### config.mk
export PLATFORM = sky130hd
export DESIGN_NAME = line_rasterizer_color_interp_core
export DESIGN_NICKNAME = d
export VERILOG_FILES = /design/src/design/lrci_pkg.sv /design/src/design/lrci_div.sv /design/src/design/line_rasterizer_color_interp_core.sv
export SDC_FILE = /design/constraint.sdc
export NUM_CORES = 1
export LEC_CHECK = 0
export ABC_AREA = 1
export ABC_CLOCK_PERIOD_IN_PS = 9600
export BUFFER_PORTS_ARGS = -buffer_cell sky130_fd_sc_hd__buf_2
export CORE_MARGIN = 3
export CORE_UTILIZATION = 55
export CTS_CLUSTER_SIZE = 25
export DETAILED_ROUTE_END_ITERATION = 8
export GPL_TIMING_DRIVEN = 0
export MAX_ROUTING_LAYER = met4
export PLACE_DENSITY_LB_ADDON = 0.08
export REMOVE_ABC_BUFFERS = 1
export SYNTH_ARGS = -nofsm -noshare
export SYNTH_HDL_FRONTEND = slang
export SYNTH_SLANG_ARGS = --single-unit
### constraint.sdc
create_clock -name i_clk -period 9.6 [get_ports i_clk]
set_input_delay 0.96 -clock i_clk [delete_from_list [all_inputs] [get_ports i_clk]]
set_output_delay 0.96 -clock i_clk [all_outputs]
set_load 0.02 [all_outputs]
### src/design/lrci_pkg.sv
// shared constants and types of the line rasteriser with colour interpolation
package lrci_pkg;

    localparam int LRCI_MAX_SCREEN   = 64;
    localparam int LRCI_SCREEN_RESET = 64;

    localparam int COORD_W = 9;   // endpoint coordinate width
    localparam int COLOR_W = 8;   // colour width
    localparam int SCR_W   = 7;   // screen size register width
    localparam int PIX_W   = 6;   // pixel coordinate width
    localparam int DIV_W   = 9;   // divider operand width
    localparam int DIV_CW  = $clog2(DIV_W);

    localparam int IN_DATA_W  = 56;
    localparam int OUT_DATA_W = 24;

    typedef struct packed {
        logic             start;
        logic [DIV_W-1:0] dividend;
        logic [DIV_W-1:0] divisor;
    } t_div_req;

    typedef struct packed {
        logic             done;
        logic [DIV_W-1:0] quo;
        logic [DIV_W-1:0] rem;
    } t_div_rsp;

endpackage

### src/design/lrci_div.sv
// restoring divider, one quotient bit per cycle
module lrci_div
    import lrci_pkg::*;
(
    input  logic     i_clk,
    input  logic     i_rst_n,
    input  t_div_req i_req,
    output t_div_rsp o_rsp
);

    logic              r_busy, n_busy;
    logic              r_done, n_done;
    logic [DIV_CW-1:0] r_cnt, n_cnt;
    logic [DIV_W-1:0]  r_rem, n_rem;
    logic [DIV_W-1:0]  r_quo, n_quo;
    logic [DIV_W-1:0]  r_dvs, n_dvs;

    logic [DIV_W:0]    rem_sh;
    logic              ge;

    always_comb begin
        rem_sh = {r_rem, r_quo[DIV_W-1]};
        ge     = rem_sh >= {1'b0, r_dvs};
        n_busy = r_busy;
        n_done = 1'b0;
        n_cnt  = r_cnt;
        n_rem  = r_rem;
        n_quo  = r_quo;
        n_dvs  = r_dvs;
        if (i_req.start) begin
            n_busy = 1'b1;
            n_cnt  = '0;
            n_rem  = '0;
            n_quo  = i_req.dividend;
            n_dvs  = i_req.divisor;
        end else if (r_busy) begin
            n_rem = ge ? DIV_W'(rem_sh - {1'b0, r_dvs}) : rem_sh[DIV_W-1:0];
            n_quo = {r_quo[DIV_W-2:0], ge};
            n_cnt = DIV_CW'(r_cnt + 1'b1);
            if (r_cnt == DIV_CW'(DIV_W - 1)) begin
                n_busy = 1'b0;
                n_done = 1'b1;
            end
        end
    end

    always_ff @(posedge i_clk) begin
        if (!i_rst_n) begin
            r_busy <= 1'b0;
            r_done <= 1'b0;
            r_cnt  <= '0;
        end else begin
            r_busy <= n_busy;
            r_done <= n_done;
            r_cnt  <= n_cnt;
        end
        r_rem <= n_rem;
        r_quo <= n_quo;
        r_dvs <= n_dvs;
    end

    assign o_rsp.done = r_done;
    assign o_rsp.quo  = r_quo;
    assign o_rsp.rem  = r_rem;

endmodule

### src/design/line_rasterizer_color_interp_core.sv
// top level: line rasteriser stepping the major axis with exact colour interpolation
// sequence after a line is taken: prep, two divisions on the shared divider, one step
//   per major-axis position, one flush; a zero-length line skips the divisions
// flow: one line at a time, input ready only while the sequencer idles;
//   output stalls hold the stepping and the flush
// reset: synchronous active-low, sequencer idle, no item held, screen size back to 64
module line_rasterizer_color_interp_core
    import lrci_pkg::*;
#(
    parameter int MAX_SCREEN = LRCI_MAX_SCREEN
) (
    input  logic                  i_clk,
    input  logic                  i_rst_n,
    // configuration: screen size
    input  logic                  i_cfg_wen,
    input  logic [SCR_W-1:0]      i_cfg_wdata,
    // line input
    input  logic                  s_axis_tvalid,
    output logic                  s_axis_tready,
    // start_x[8:0], start_y[17:9], end_x[26:18], end_y[35:27],
    // start_color[43:36], end_color[51:44], zero fill
    input  logic [IN_DATA_W-1:0]  s_axis_tdata,
    // pixel output
    output logic                  m_axis_tvalid,
    input  logic                  m_axis_tready,
    // pixel_x[5:0], pixel_y[11:6], pixel_color[19:12], zero fill
    output logic [OUT_DATA_W-1:0] m_axis_tdata,
    output logic                  m_axis_tlast      // last_pixel
);

    typedef enum logic [7:0] {
        S_IDLE      = 8'b0000_0001,
        S_PREP      = 8'b0000_0010,
        S_DIVN_GO   = 8'b0000_0100,
        S_DIVN_WAIT = 8'b0000_1000,
        S_DIVC_GO   = 8'b0001_0000,
        S_DIVC_WAIT = 8'b0010_0000,
        S_STEP      = 8'b0100_0000,
        S_FLUSH     = 8'b1000_0000
    } t_state;

    localparam int QW = COORD_W + 1;   // signed width of quotients and differences

    t_state r_state, n_state;
    logic [SCR_W-1:0] r_screen, n_screen;

    // raw endpoints as accepted
    logic signed [COORD_W-1:0] r_ax, r_ay, r_bx, r_by, n_ax, n_ay, n_bx, n_by;
    logic [COLOR_W-1:0]        r_ca, r_cb, n_ca, n_cb;

    // ordered line
    logic                      r_steep, n_steep;
    logic signed [COORD_W-1:0] r_m, r_m1, r_n0, r_n1, n_m, n_m1, n_n0, n_n1;
    logic [COLOR_W-1:0]        r_c0, r_c1, n_c0, n_c1;
    logic [COORD_W-1:0]        r_span, n_span;

    // floor-form quotient and remainder walkers for minor and colour
    logic signed [QW-1:0]  r_qn, r_dqn, r_qc, r_dqc, n_qn, n_dqn, n_qc, n_dqc;
    logic [COORD_W-1:0]    r_rn, r_drn, r_rc, r_drc, n_rn, n_drn, n_rc, n_drc;

    // pending pixel (held until we know whether it is the last one) and output register
    logic             r_pv, n_pv;
    logic [PIX_W-1:0] r_px, r_py, n_px, n_py;
    logic [COLOR_W-1:0] r_pc, n_pc;
    logic             r_ov, n_ov;
    logic [PIX_W-1:0] r_ox, r_oy, n_ox, n_oy;
    logic [COLOR_W-1:0] r_oc, n_oc;
    logic             r_ol, n_ol;

    t_div_req div_req;
    t_div_rsp div_rsp;

    // prep datapath
    logic signed [QW-1:0]      dx, dy;
    logic [COORD_W-1:0]        adx, ady;
    logic                      steep;
    logic signed [COORD_W-1:0] sm0, sn0, sm1, sn1;
    logic                      swap;

    // division fix-up
    logic signed [QW-1:0] dn, dc;
    logic                 dneg;
    logic signed [QW-1:0] fq;
    logic [COORD_W-1:0]   fr;

    // stepping datapath
    logic [COORD_W:0]     rsn, rsc;
    logic                 wrapn, wrapc;
    logic signed [QW-1:0] minor_t;
    logic [SCR_W-1:0]     dim;
    logic                 vis;
    logic                 out_free;
    logic                 stall;
    logic [PIX_W-1:0]     cx, cy;

    lrci_div u_div (
        .i_clk   (i_clk),
        .i_rst_n (i_rst_n),
        .i_req   (div_req),
        .o_rsp   (div_rsp)
    );

    always_comb begin
        // major axis choice and ordering; equal spans stay not steep
        dx    = QW'(r_bx) - QW'(r_ax);
        dy    = QW'(r_by) - QW'(r_ay);
        adx   = dx[QW-1] ? COORD_W'(-dx) : COORD_W'(dx);
        ady   = dy[QW-1] ? COORD_W'(-dy) : COORD_W'(dy);
        steep = adx < ady;
        sm0   = steep ? r_ay : r_ax;
        sn0   = steep ? r_ax : r_ay;
        sm1   = steep ? r_by : r_bx;
        sn1   = steep ? r_bx : r_by;
        swap  = sm1 < sm0;

        // per-step increments: floor division of the end-to-end difference by span
        dn   = QW'(r_n1) - QW'(r_n0);
        dc   = QW'({1'b0, r_c1}) - QW'({1'b0, r_c0});
        dneg = r_state[3] ? dn[QW-1] : dc[QW-1];
        if (!dneg) begin
            fq = QW'({1'b0, div_rsp.quo});
            fr = div_rsp.rem;
        end else if (div_rsp.rem != '0) begin
            fq = ~QW'({1'b0, div_rsp.quo});
            fr = COORD_W'(r_span - div_rsp.rem);
        end else begin
            fq = QW'(-QW'({1'b0, div_rsp.quo}));
            fr = '0;
        end

        // one step of each walker: remainder stays below span, one compare and subtract
        rsn   = {1'b0, r_rn} + {1'b0, r_drn};
        rsc   = {1'b0, r_rc} + {1'b0, r_drc};
        wrapn = rsn >= {1'b0, r_span};
        wrapc = rsc >= {1'b0, r_span};

        // truncation toward zero from the floor form
        minor_t = r_qn + QW'((r_qn[QW-1] && (r_rn != '0)) ? 1 : 0);

        dim = (r_screen > SCR_W'(MAX_SCREEN)) ? SCR_W'(MAX_SCREEN) : r_screen;
        vis = !r_m[COORD_W-1] && (r_m[COORD_W-2:0] < {1'b0, dim})
            && !minor_t[QW-1] && (minor_t[QW-2:0] < {2'b0, dim});
        cx  = r_steep ? minor_t[PIX_W-1:0] : r_m[PIX_W-1:0];
        cy  = r_steep ? r_m[PIX_W-1:0] : minor_t[PIX_W-1:0];

        out_free = !r_ov || m_axis_tready;
        stall    = vis && r_pv && !out_free;
    end

    always_comb begin
        n_state  = r_state;
        n_screen = i_cfg_wen ? i_cfg_wdata : r_screen;
        n_ax = r_ax; n_ay = r_ay; n_bx = r_bx; n_by = r_by;
        n_ca = r_ca; n_cb = r_cb;
        n_steep = r_steep;
        n_m = r_m; n_m1 = r_m1; n_n0 = r_n0; n_n1 = r_n1;
        n_c0 = r_c0; n_c1 = r_c1; n_span = r_span;
        n_qn = r_qn; n_rn = r_rn; n_dqn = r_dqn; n_drn = r_drn;
        n_qc = r_qc; n_rc = r_rc; n_dqc = r_dqc; n_drc = r_drc;
        n_pv = r_pv; n_px = r_px; n_py = r_py; n_pc = r_pc;
        n_ov = r_ov && !m_axis_tready;
        n_ox = r_ox; n_oy = r_oy; n_oc = r_oc; n_ol = r_ol;

        div_req.start    = 1'b0;
        div_req.dividend = r_state[2] ? (dn[QW-1] ? COORD_W'(-dn) : COORD_W'(dn))
                                      : (dc[QW-1] ? COORD_W'(-dc) : COORD_W'(dc));
        div_req.divisor  = r_span;

        case (r_state)
            S_IDLE: begin
                if (s_axis_tvalid) begin
                    n_ax    = s_axis_tdata[8:0];
                    n_ay    = s_axis_tdata[17:9];
                    n_bx    = s_axis_tdata[26:18];
                    n_by    = s_axis_tdata[35:27];
                    n_ca    = s_axis_tdata[43:36];
                    n_cb    = s_axis_tdata[51:44];
                    n_state = S_PREP;
                end
            end
            S_PREP: begin
                n_steep = steep;
                n_m     = swap ? sm1 : sm0;
                n_m1    = swap ? sm0 : sm1;
                n_n0    = swap ? sn1 : sn0;
                n_n1    = swap ? sn0 : sn1;
                n_c0    = swap ? r_cb : r_ca;
                n_c1    = swap ? r_ca : r_cb;
                n_span  = steep ? ady : adx;
                // walkers start exact at the first endpoint
                n_qn    = QW'(swap ? sn1 : sn0);
                n_qc    = QW'({1'b0, swap ? r_cb : r_ca});
                n_rn    = '0;
                n_rc    = '0;
                n_dqn   = '0;
                n_drn   = '0;
                n_dqc   = '0;
                n_drc   = '0;
                // zero-length line: single start point, no division
                n_state = ((steep ? ady : adx) == '0) ? S_STEP : S_DIVN_GO;
            end
            S_DIVN_GO: begin
                div_req.start = 1'b1;
                n_state       = S_DIVN_WAIT;
            end
            S_DIVN_WAIT: begin
                if (div_rsp.done) begin
                    n_dqn   = fq;
                    n_drn   = fr;
                    n_state = S_DIVC_GO;
                end
            end
            S_DIVC_GO: begin
                div_req.start = 1'b1;
                n_state       = S_DIVC_WAIT;
            end
            S_DIVC_WAIT: begin
                if (div_rsp.done) begin
                    n_dqc   = fq;
                    n_drc   = fr;
                    n_state = S_STEP;
                end
            end
            S_STEP: begin
                if (!stall) begin
                    if (vis) begin
                        if (r_pv) begin
                            n_ov = 1'b1;
                            n_ox = r_px;
                            n_oy = r_py;
                            n_oc = r_pc;
                            n_ol = 1'b0;
                        end
                        n_pv = 1'b1;
                        n_px = cx;
                        n_py = cy;
                        n_pc = r_qc[COLOR_W-1:0];
                    end
                    if (r_m == r_m1) begin
                        n_state = S_FLUSH;
                    end else begin
                        n_m  = COORD_W'(r_m + 1'b1);
                        n_rn = wrapn ? COORD_W'(rsn - {1'b0, r_span}) : rsn[COORD_W-1:0];
                        n_rc = wrapc ? COORD_W'(rsc - {1'b0, r_span}) : rsc[COORD_W-1:0];
                        n_qn = r_qn + r_dqn + QW'(wrapn ? 1 : 0);
                        n_qc = r_qc + r_dqc + QW'(wrapc ? 1 : 0);
                    end
                end
            end
            S_FLUSH: begin
                // the held pixel is the last visible one
                if (!r_pv) begin
                    n_state = S_IDLE;
                end else if (out_free) begin
                    n_ov    = 1'b1;
                    n_ox    = r_px;
                    n_oy    = r_py;
                    n_oc    = r_pc;
                    n_ol    = 1'b1;
                    n_pv    = 1'b0;
                    n_state = S_IDLE;
                end
            end
            default: begin
                n_state = S_IDLE;
            end
        endcase
    end

    always_ff @(posedge i_clk) begin
        if (!i_rst_n) begin
            r_state  <= S_IDLE;
            r_screen <= SCR_W'(LRCI_SCREEN_RESET);
            r_pv     <= 1'b0;
            r_ov     <= 1'b0;
        end else begin
            r_state  <= n_state;
            r_screen <= n_screen;
            r_pv     <= n_pv;
            r_ov     <= n_ov;
        end
        r_ax <= n_ax; r_ay <= n_ay; r_bx <= n_bx; r_by <= n_by;
        r_ca <= n_ca; r_cb <= n_cb;
        r_steep <= n_steep;
        r_m <= n_m; r_m1 <= n_m1; r_n0 <= n_n0; r_n1 <= n_n1;
        r_c0 <= n_c0; r_c1 <= n_c1; r_span <= n_span;
        r_qn <= n_qn; r_rn <= n_rn; r_dqn <= n_dqn; r_drn <= n_drn;
        r_qc <= n_qc; r_rc <= n_rc; r_dqc <= n_dqc; r_drc <= n_drc;
        r_px <= n_px; r_py <= n_py; r_pc <= n_pc;
        r_ox <= n_ox; r_oy <= n_oy; r_oc <= n_oc; r_ol <= n_ol;
    end

    assign s_axis_tready = (r_state == S_IDLE);
    assign m_axis_tvalid = r_ov;
    assign m_axis_tdata  = {4'b0, r_oc, r_oy, r_ox};
    assign m_axis_tlast  = r_ol;

endmodule

# Yosys cells after proc, flatten, opt, wreduce, memory -nomap -nowiden

Cells that the tools add are included.

Output and inout bits: 27
Input port bits: 68
Register bits after elaboration: 281

$lt $le $gt $ge: 8
Muxes and demuxes: 103
Bitwise operators: 4
Reductions and logical operators: 32
Equal/unequal tests: 21
Add/sub/neg operators: 22

Operators by type and width:

| cell                                          | count |
|---|---|
| two-way mux 9 bit                             | 28 |
| two-way mux 8 bit                             | 14 |
| one-hot mux 9 bit (2 select lines)            | 5 |
| two-way mux 10 bit                            | 8 |
| one-hot mux 10 bit (2 select lines)           | 4 |
| two-way mux 6 bit                             | 12 |
| one-hot mux 8 bit (8 select lines)            | 1 |
| negation 9 bit                                | 4 |
| subtractor 9 bit                              | 4 |
| adder 10 x 2 -> 10 bit                        | 3 |
| >= comparator 10 x 9 -> 1 bit                 | 3 |
| subtractor 9 x 9 -> 10 bit                    | 3 |
| one-hot mux 6 bit (2 select lines)            | 2 |
| two-way mux 1 bit                             | 23 |
| adder 10 bit                                  | 2 |
| adder 9 x 9 -> 10 bit                         | 2 |
| < comparator 9 bit                            | 2 |
| nonzero test 9 bit                            | 2 |
| inequality test 2 bit (second input constant) | 8 |
| one-hot mux 8 bit (2 select lines)            | 1 |
| two-way mux 7 bit                             | 2 |
| AND reduction 6 bit                           | 2 |
| negation 9 -> 10 bit                          | 1 |
| inverter 9 -> 10 bit                          | 1 |
| 29 further kinds                              | 53 |

# Depth between registers and ports, before layout

Gate-level depths: netlist of the first run.

Depth after elaboration: 11
Depth in mapped cells: 38
Depth with buffers taken out: 35

# Modules after synthesis

A second synthesis of the first run with hierarchy kept.

Cells, all modules: 2137
Area total of the unflattened synthesis: 18086.1 µm²

Modules (own cells, without submodules):

| module                            | times used | cells each | area an instance (µm²) |
|---|---|---|---|
| line_rasterizer_color_interp_core | 1          | 1906       | 16231.8 |
| lrci_div                          | 1          | 231        | 1854.3 |

# Worst setup path before layout of the first run

No wires, ideal clock.

Kind: flip-flop to flip-flop
Start: register r_state[7]
End: register r_dqn[0], enable pin
Period minus slack after synthesis: 7.930 ns
Stages on the path, launching flop included: 8
Buffers on the path: 0
Slack: 1.670 ns
Data arrival time: 7.528 ns
Data required time: 9.199 ns
Cells stage by stage: dfxtp_1 nor2_1 inv_1 nor2_1 inv_2 nor4_1 inv_1 a21oi_1

Cells in the longest elaborated chain, start to end: 3
Elaborated cells between the ends (all ways): 5
Those cells by class: eq/ne (3); reduce/logical (2)

RTL lines:

| what                                                                                  | line                                     | text |
|---|---|---|
| start, declared                                                                       | line_rasterizer_color_interp_core.sv:44  | `t_state r_state, n_state;` |
| start signal, assigned                                                                | line_rasterizer_color_interp_core.sv:277 | `r_state <= n_state;` |
| == test 8 x 4 -> 1 bit or == test 8 x 2 -> 1 bit (tied branches)                      | line_rasterizer_color_interp_core.sv:169 | `case (r_state)` |
| inequality test 2 x 1 -> 1 bit (no source line) or nonzero test 2 bit (tied branches) | -                                        |  |
| AND reduction 2 bit (no source line) *                                                | -                                        |  |
| end signal, assigned                                                                  | line_rasterizer_color_interp_core.sv:287 | `r_qn <= n_qn; r_rn <= n_rn; r_dqn <= n_dqn; r_drn <= n_drn;` |
| end, declared                                                                         | line_rasterizer_color_interp_core.sv:58  | `logic signed [QW-1:0] r_qn, r_dqn, r_qc, r_dqc, n_qn, n_dqn, n_qc, n_dqc;` |

Mark *: on every way between the ends. The rest lies on a longest branch, timed or not.
A chain may end at the register's enable or synchronous reset.

# Worst setup path after layout of the first run

Start: register r_ax[0]
End: register r_qc[0] (data pin)

Cells in the longest elaborated chain, start to end: 8
Elaborated cells between the ends (all ways): 9
Those cells by class: add/sub (2); order compare (2); mux (5)

RTL lines:

| what                                  | line                                                                               | text |
|---|---|---|
| start, declared                       | line_rasterizer_color_interp_core.sv:48                                            | `logic signed [COORD_W-1:0] r_ax, r_ay, r_bx, r_by, n_ax, n_ay, n_bx, n_by;` |
| start signal, assigned                | line_rasterizer_color_interp_core.sv:282                                           | `r_ax <= n_ax; r_ay <= n_ay; r_bx <= n_bx; r_by <= n_by;` |
| subtractor 9 x 9 -> 10 bit            | line_rasterizer_color_interp_core.sv:105                                           | `dx = QW'(r_bx) - QW'(r_ax);` |
| negation 9 bit                        | line_rasterizer_color_interp_core.sv:107                                           | `adx = dx[QW-1] ? COORD_W'(-dx) : COORD_W'(dx);` |
| two-way mux 9 bit                     | line_rasterizer_color_interp_core.sv:107                                           |  |
| < comparator 9 bit                    | line_rasterizer_color_interp_core.sv:109                                           | `steep = adx < ady;` |
| two-way mux 9 bit (on tied branches)  | line_rasterizer_color_interp_core.sv:112, line_rasterizer_color_interp_core.sv:110 |  |
| < comparator 9 bit *                  | line_rasterizer_color_interp_core.sv:114                                           | `swap = sm1 < sm0;` |
| two-way mux 8 bit *                   | line_rasterizer_color_interp_core.sv:192                                           | `n_qc = QW'({1'b0, swap ? r_cb : r_ca});` |
| one-hot mux 10 bit (2 select lines) * | line_rasterizer_color_interp_core.sv:169                                           |  |
| named net n_qc[0]                     | line_rasterizer_color_interp_core.sv:58                                            |  |
| end signal, assigned                  | line_rasterizer_color_interp_core.sv:288                                           | `r_qc <= n_qc; r_rc <= n_rc; r_dqc <= n_dqc; r_drc <= n_drc;` |
| end, declared                         | line_rasterizer_color_interp_core.sv:58                                            |  |

Mark *: on every way through the listed nets, which the timed path passes. The rest lies on a longest branch.

==> flow_summary.json, run 1 <==
{
  "grt_max_degree": 65,
  "outcome": "complete, no violations",
  "final_hold_violation_count": 0,
  "layout.cells.most_common": "nand2_1",
  "fp.dieH_um": 188,
  "postLayoutCellArea_mm2": 0.0200,
  "postSynth.topFlopCell": "edfxtp_1",
  "sink_count": 277,
  "grt-ovfl-total": 0,
  "worst-endpoint-required_ns": 9.90,
  "routedWlPerCell_um": 15.9,
  "setup-violations-final": 0,
  "core.rowCount": 65,
  "synth-edff-count": 245,
  "drv_cap": 0,
  "grt_antenna_before_repair": 0,
  "postSynthRegisterBits": 277,
  "r2r_cells": 31,
  "period_minus_slack_ns": 6.87,
  "multiInputGateArea_mm2": 0.00870,
  "clock_tree.root_cell": "clkbuf_16",
  "finalMaxSlewViolations": 0,
  "io_pins": 95,
  "postCtsHoldBufs": 0,
  "worstHoldPathCells": 0,
  "cp_slowest_cell": "fa_1",
  "worstHoldPathType": "reg2reg",
  "crit_arrival_ns": 7.17,
  "n_antenna_cell": 0,
  "synth_cell_type_count": 56,
  "syn_avg_cell_area_um2": 8.42,
  "die_width_um": 188,
  "grt_pass1_wl_um": 68900,
  "worstReg2RegEnd": "r_qc[0]",
  "routed_wl_um": 42900,
  "cts_tree": "yes",
  "number_of_vias_per_cell_after_detailed_routing": 5.33,
  "timing.final.crit_share_pct": 71.5,
  "fp.coreArea_mm2": 0.0320,
  "dieArea_mm2": 0.0352,
  "worstPathMaxFanout": 64,
  "path_class": "reg2reg",
  "syn_inst": 2156,
  "cp.buffers_inverters": 5,
  "worstMarginPinSlew_ns": 1.37,
  "start_util_pct": 56.6,
  "fmax_ghz": 0.146,
  "async_reset_ff_share_pct": 0,
  "drc_errors": 0,
  "critical_path.most_common_cell": "nand2_1",
  "synthesis.yosys.warnings": 0,
  "worst-r2r-setup-slack_ns": 2.73,
  "cpPeakStageDelay_ns": 0.50,
  "syn-cell-area_mm2": 0.0181,
  "drive_gt1_share_pct": 8.99,
  "worst_path_clk_slew_ns": 0.06,
  "cts_resized": 0,
  "post-route-util_pct": 62.6,
  "postCtsSetupBuffers": 0,
  "place_congestion": 0.913,
  "cts_made_buffers": 31,
  "finish.net_count": 2470,
  "yosysSeqAreaShare_pct": 44.1,
  "clk_path_buf_depth": 3,
  "placed_area_mm2": 0.0191,
  "flow.area_growth_from_synthesis_pct": 10.5,
  "insertion_delay_of_the_later_clocked_pin_in_the_worst_skew_pair_ns": 0.57,
  "first_pass_iters": 6,
  "buffer_ports.inserted": 86,
  "first_global_vias": 14000,
  "highest_count_cells_in_the_layout_ignoring_fill_and_taps": "nand2_1, inv_1, edfxtp_1",
  "critical_path.endpoint_type": "flop",
  "worst_r2r_startpoint": "r_ax[0]",
  "fin_skew_ns": 0.0221,
  "htree_levels": 1,
  "hpwl_um": 33900,
  "grt_util_all_layers_pct": 24.9,
  "seqCellArea_mm2": 0.00800,
  "drt-initial-drc-count": 1079,
  "critical_path.endpoint": "r_qc[0]",
  "cp-start-kind": "flop",
  "worst_setup_path_startpoint": "r_ax[0]",
  "critical_path_cell_count": 31,
  "ant_nets": 0,
  "unrepaired_setup_endpoints_after_global_routing": "false",
  "vias": 14400,
  "num-fill-cells": 2862,
  "relative_slew_margins_pct": 8.72,
  "cp_top_family": "simple AND/OR/NAND/NOR gates"
}
cells in the mapped netlist (all sizes together) (18+ instances only):
library cell | instances | area share (%)
a21oi | 119 | 3.4
and2 | 22 | 0.76
buf | 25 | 0.99
clkbuf | 20 | 0.43
dfxtp | 32 | 3.5
edfxtp | 245 | 41
ha | 140 | 9.7
inv | 327 | 6.8
nand2 | 520 | 11
nand3 | 153 | 4.4
nor2 | 165 | 3.5
nor3 | 27 | 0.77
o21ai | 147 | 4.2
or2 | 18 | 0.62
xnor2 | 23 | 1.1
xor2 | 61 | 2.9
flip-flops by register name, summed over array words and instances (netlist names), 9 cells and up:
signal / count
r_dqn: 10
r_qn: 10
r_ax: 9
r_ay: 9
r_bx: 9
r_by: 9
r_drc: 9
r_drn: 9
r_m1: 9
r_m: 9
r_n0: 9
r_n1: 9
r_rc: 9
r_rn: 9
r_span: 9
u_div.r_dvs: 9
u_div.r_quo: 9
u_div.r_rem: 9
metal layers:
metal | track usage [%] | up-vias | wire length (µm)
li1 | - | 7347 | -
met1 | 31.2 | 6640 | 19100
met2 | 42.4 | 348 | 20400
met3 | 3.65 | 83 | 2290
met4 | 6.84 | 0 | 1150
met5 | - | - | 0
stage by stage:
stage	std cells	hold WS [ns]	TNS, ns	worst slack (ns)
after floorplan	2114	0.400	0	1.67
after global placement	2635	0.402	-87.81	-1.52
after detailed placement	2650	0.405	0	2.79
after CTS	2703	0.418	0	2.77
after global routing	2703	0.425	0	1.93
final	2703	0.417	0	2.73
area by class of cell:
type	count	share of cell area, %
timing repair buffer	101	3.04
clock inverter	17	0.824
multi-input combinational	1508	43.4
inverter	329	6.16
clock buffer	36	3.96
tap	435	2.72
sequential	277	39.9
how the worst min path moves through the flow:
| stage | startpoint | endpoint | slack (ns) |
|---|---|---|---|
| after floorplan | r_pc[0] | r_oc[0] | 0.40 |
| after CTS | r_py[4] | r_oy[4] | 0.42 |
| final | r_pc[6] | r_oc[6] | 0.42 |
| after global routing | r_pc[4] | r_oc[4] | 0.43 |
| after global placement | r_pc[6] | r_oc[6] | 0.40 |
| after detailed placement | r_py[4] | r_oy[4] | 0.40 |
cells by family (layout without fill, tap and decap cells):
logic type | count (synthesis) | in the layout | synth area share, %
and+or+nand+nor | 939 | 939 | 22.5
buffers and inverters | 374 | 483 | 8.22
AOI/OAI and AO/OA | 325 | 325 | 9.85
DFF | 277 | 277 | 44.1
adders and majority gates | 154 | 154 | 11.2
xor gates and xnor gates | 84 | 84 | 4.05
muxes | 2 | 2 | 0.110
other | 1 | 4 | 0.0207
Power of run 1 is left out: the tool's default activity adds up to more than one toggle a clock period on the data nets, which glitch-free logic cannot reach.
==> inputs of run 2 (changes only) <==
--- a/config.mk
+++ b/config.mk
@@ -5,8 +5,8 @@
 export SDC_FILE = /design/constraint.sdc
 export NUM_CORES = 1
 export LEC_CHECK = 0
-export ABC_AREA = 1
-export ABC_CLOCK_PERIOD_IN_PS = 9600
+export ABC_AREA = 0
+export ABC_CLOCK_PERIOD_IN_PS = 6350
 export BUFFER_PORTS_ARGS = -buffer_cell sky130_fd_sc_hd__buf_2
 export CORE_MARGIN = 3
 export CORE_UTILIZATION = 55
==> constraint.sdc (replaced) <==
create_clock -name i_clk -period 6.35 [get_ports i_clk]
set_input_delay 0.635 -clock i_clk [delete_from_list [all_inputs] [get_ports i_clk]]
set_output_delay 0.635 -clock i_clk [all_outputs]
set_load 0.02 [all_outputs]
==> flow_summary.json, run 2 <==
{
  "placed_area_mm2": 0.0183,
  "io_pins": 95,
  "post_synth_most_frequent_cells": "edfxtp_1, nor2_1, ha_1",
  "cts_tree": "yes",
  "drv_cap": 0,
  "worstHoldPathCells": 1,
  "die_width_um": 184,
  "highest_count_cells_in_the_layout_ignoring_fill_and_taps": "edfxtp_1, nor2_1, ha_1",
  "start_util_pct": 56.4,
  "clk_path_buf_depth": 3,
  "dieArea_mm2": 0.0338,
  "postLayoutCellArea_mm2": 0.0206,
  "final.setup.tns_ns": -4.91,
  "sink_count": 277,
  "setup-violations-final": 46,
  "n_antenna_cell": 0,
  "worstHoldPathType": "in2reg",
  "fp.dieH_um": 184,
  "flow.area_growth_from_synthesis_pct": 18.4,
  "yosysSeqAreaShare_pct": 46.0,
  "drc_errors": 0,
  "worst_r2r_startpoint": "r_by[3]",
  "synth_most_common_cell": "edfxtp_1",
  "finalMaxSlewViolations": 0,
  "cp-start-kind": "flop",
  "grt_antenna_before_repair": 0,
  "final_hold_violation_count": 0,
  "hold_slack_ns": 0.250,
  "syn_inst": 1616,
  "netlist.top_cell.by_area": "edfxtp_1",
  "synthesis.yosys.warnings": 0,
  "post-route-util_pct": 66.7,
  "failed_checks": "negative setup slack",
  "vias": 12500,
  "grt_util_all_layers_pct": 23.9,
  "worstPathMaxFanout": 9,
  "relative_slew_margins_pct": 37.0,
  "finalWorstSetupSlack_ns": -0.241,
  "routed_wl_um": 40700,
  "place_congestion": 0.904,
  "first_global_vias": 12100,
  "first_pass_iters": 5,
  "crit_arrival_ns": 6.89,
  "fp.coreArea_mm2": 0.0308,
  "r2r_cells": 27,
  "routedWlPerCell_um": 18.8,
  "finish.net_count": 1972,
  "drive_gt1_share_pct": 20.1,
  "htree_levels": 1,
  "cts_made_buffers": 30,
  "path_class": "reg2reg",
  "grt_pass1_wl_um": 62200,
  "worstReg2RegEnd": "r_qn[4]",
  "number_of_vias_per_cell_after_detailed_routing": 5.75,
  "fin_skew_ns": 0.0129,
  "period_minus_slack_ns": 6.59,
  "worstMarginPinSlew_ns": 0.940,
  "worst-endpoint-required_ns": 6.65,
  "largestRegisters": "r_dqn x10, r_qn x10",
  "postSynthRegisterBits": 277,
  "synth.area.top_cells": "edfxtp_1, ha_1, mux2i_1",
  "clock_tree.root_cell": "clkbuf_16",
  "syn-cell-area_mm2": 0.0174,
  "worstHoldEndpoint": "r_cb[4]",
  "min-delay-start": "s_axis_tdata[48]",
  "ant_nets": 0,
  "hpwl_um": 29500,
  "synth_top_area_share_pct": 42.3,
  "insertion_delay_of_the_later_clocked_pin_in_the_worst_skew_pair_ns": 0.56,
  "timing.final.crit_share_pct": 104,
  "grt-ovfl-total": 0,
  "synth_cell_type_count": 74,
  "fmax_ghz": 0.152,
  "core.rowCount": 64,
  "layout.cells.most_common": "edfxtp_1",
  "postSynth.topFlopCell": "edfxtp_1",
  "postCtsHoldBufs": 0,
  "worst_path_clk_slew_ns": 0.06,
  "outcome": "finished, violations left",
  "grt_max_degree": 46,
  "buffer_ports.inserted": 86,
  "syn_avg_cell_area_um2": 10.8,
  "worst-r2r-setup-slack_ns": -0.24,
  "async_reset_ff_share_pct": 0,
  "synth-edff-count": 245,
  "drt-initial-drc-count": 727,
  "unrepaired_setup_endpoints_after_global_routing": "true",
  "critical_path.endpoint_type": "flop"
}
-- run 2: changes by cell type in the layout (fill, tap and decap cells not counted), moves of 20 or more --
cell	delta
mux2i_4	+21
xnor2_1	+59
xor2_1	-20
o21bai_1	+21
nand2_1	-433
o21ai_0	-86
a21o_1	+24
mux2i_1	+62
mux2_2	+31
nand3_1	-125
inv_1	-191
buf_4	+28
-- run 2: per-stage QoR --
stage	setup WS, ns	cells
2_1_floorplan	-6.23	1569
3_3_place_gp	-9.66	2051
3_5_place_dp	-1.69	2062
4_1_cts	-0.0181	2146
5_1_grt	-0.440	2170
6_report	-0.241	2170
-- run 2: timing repair --
item,CTS,global route
resized for setup,45,120
setup endpoints to repair,70,55
setup buffers,24,22
pin swaps,18,27
gates cloned,4,3
-- run 2: logic make-up (layout without fill, tap and decap cells) --
family / count (synthesis) / in the layout / synth area share (%)
AO/OA/AOI/OAI: 333 / 334 / 12.3
AND/OR/NAND/NOR: 392 / 392 / 10.4
flip-flops: 277 / 277 / 46.0
other: 1 / 4 / 0.0216
adder cells (fa/ha/maj): 154 / 154 / 11.7
XOR/XNOR: 132 / 132 / 6.78
buffers and inverters: 187 / 341 / 4.32
multiplexers: 140 / 140 / 8.40
-- run 2: cell type report --
type,instances,area (µm²)
repair buffers,148,1190
multi-input cells,1156,9380
fillers,2342,10300
well taps,396,495
inverters,137,514
clock buffers,42,836
flip-flops and latches,277,8000
clock inverters,14,158
-- run 2: critical path, stage by stage, from the launching register on --
cell and delay, ns:
edfxtp_1 0.59, ha_2 0.44, or2_0 0.23, or4_1 0.40
nand4_1 0.11, nand4b_1 0.17, o31a_1 0.33, o22ai_2 0.17
xnor2_2 0.18, ha_4 0.26, a21oi_4 0.17, o21ai_4 0.09
a21oi_4 0.20, buf_12 0.17, mux2i_2 0.30, inv_1 0.10
ha_1 0.35, a21o_1 0.21, a21oi_2 0.17, nor2_2 0.07
a211oi_2 0.29, and3_4 0.25, a21oi_4 0.09, clkbuf_16 0.21
clkbuf_16 0.17, mux2i_4 0.19, mux2i_4 0.12, mux2_2 0.27
-- run 2: worst max path at each step --
stage / start / end / slack [ns] / cells past startpoint
2_1_floorplan: r_bx[0] / r_qn[0] / -6.23 / 27
3_3_place_gp: r_by[0] / r_qn[3] / -9.66 / 24
3_5_place_dp: r_by[0] / r_qn[3] / -1.69 / 28
4_1_cts: r_by[0] / r_qn[3] / -0.02 / 31
5_1_grt: r_by[0] / r_qn[4] / -0.44 / 30
6_report: r_by[3] / r_qn[4] / -0.24 / 27
-- run 2: routing by layer --
layer / global-route usage, % / vias up / share of wire, %
li1: - / 6095 / -
met1: 30.7 / 5959 / 44
met2: 40.1 / 345 / 48
met3: 2.47 / 89 / 4.6
met4: 7.74 / 0 / 4.1
met5: - / - / 0
Power of run 2 is left out for the same reason.
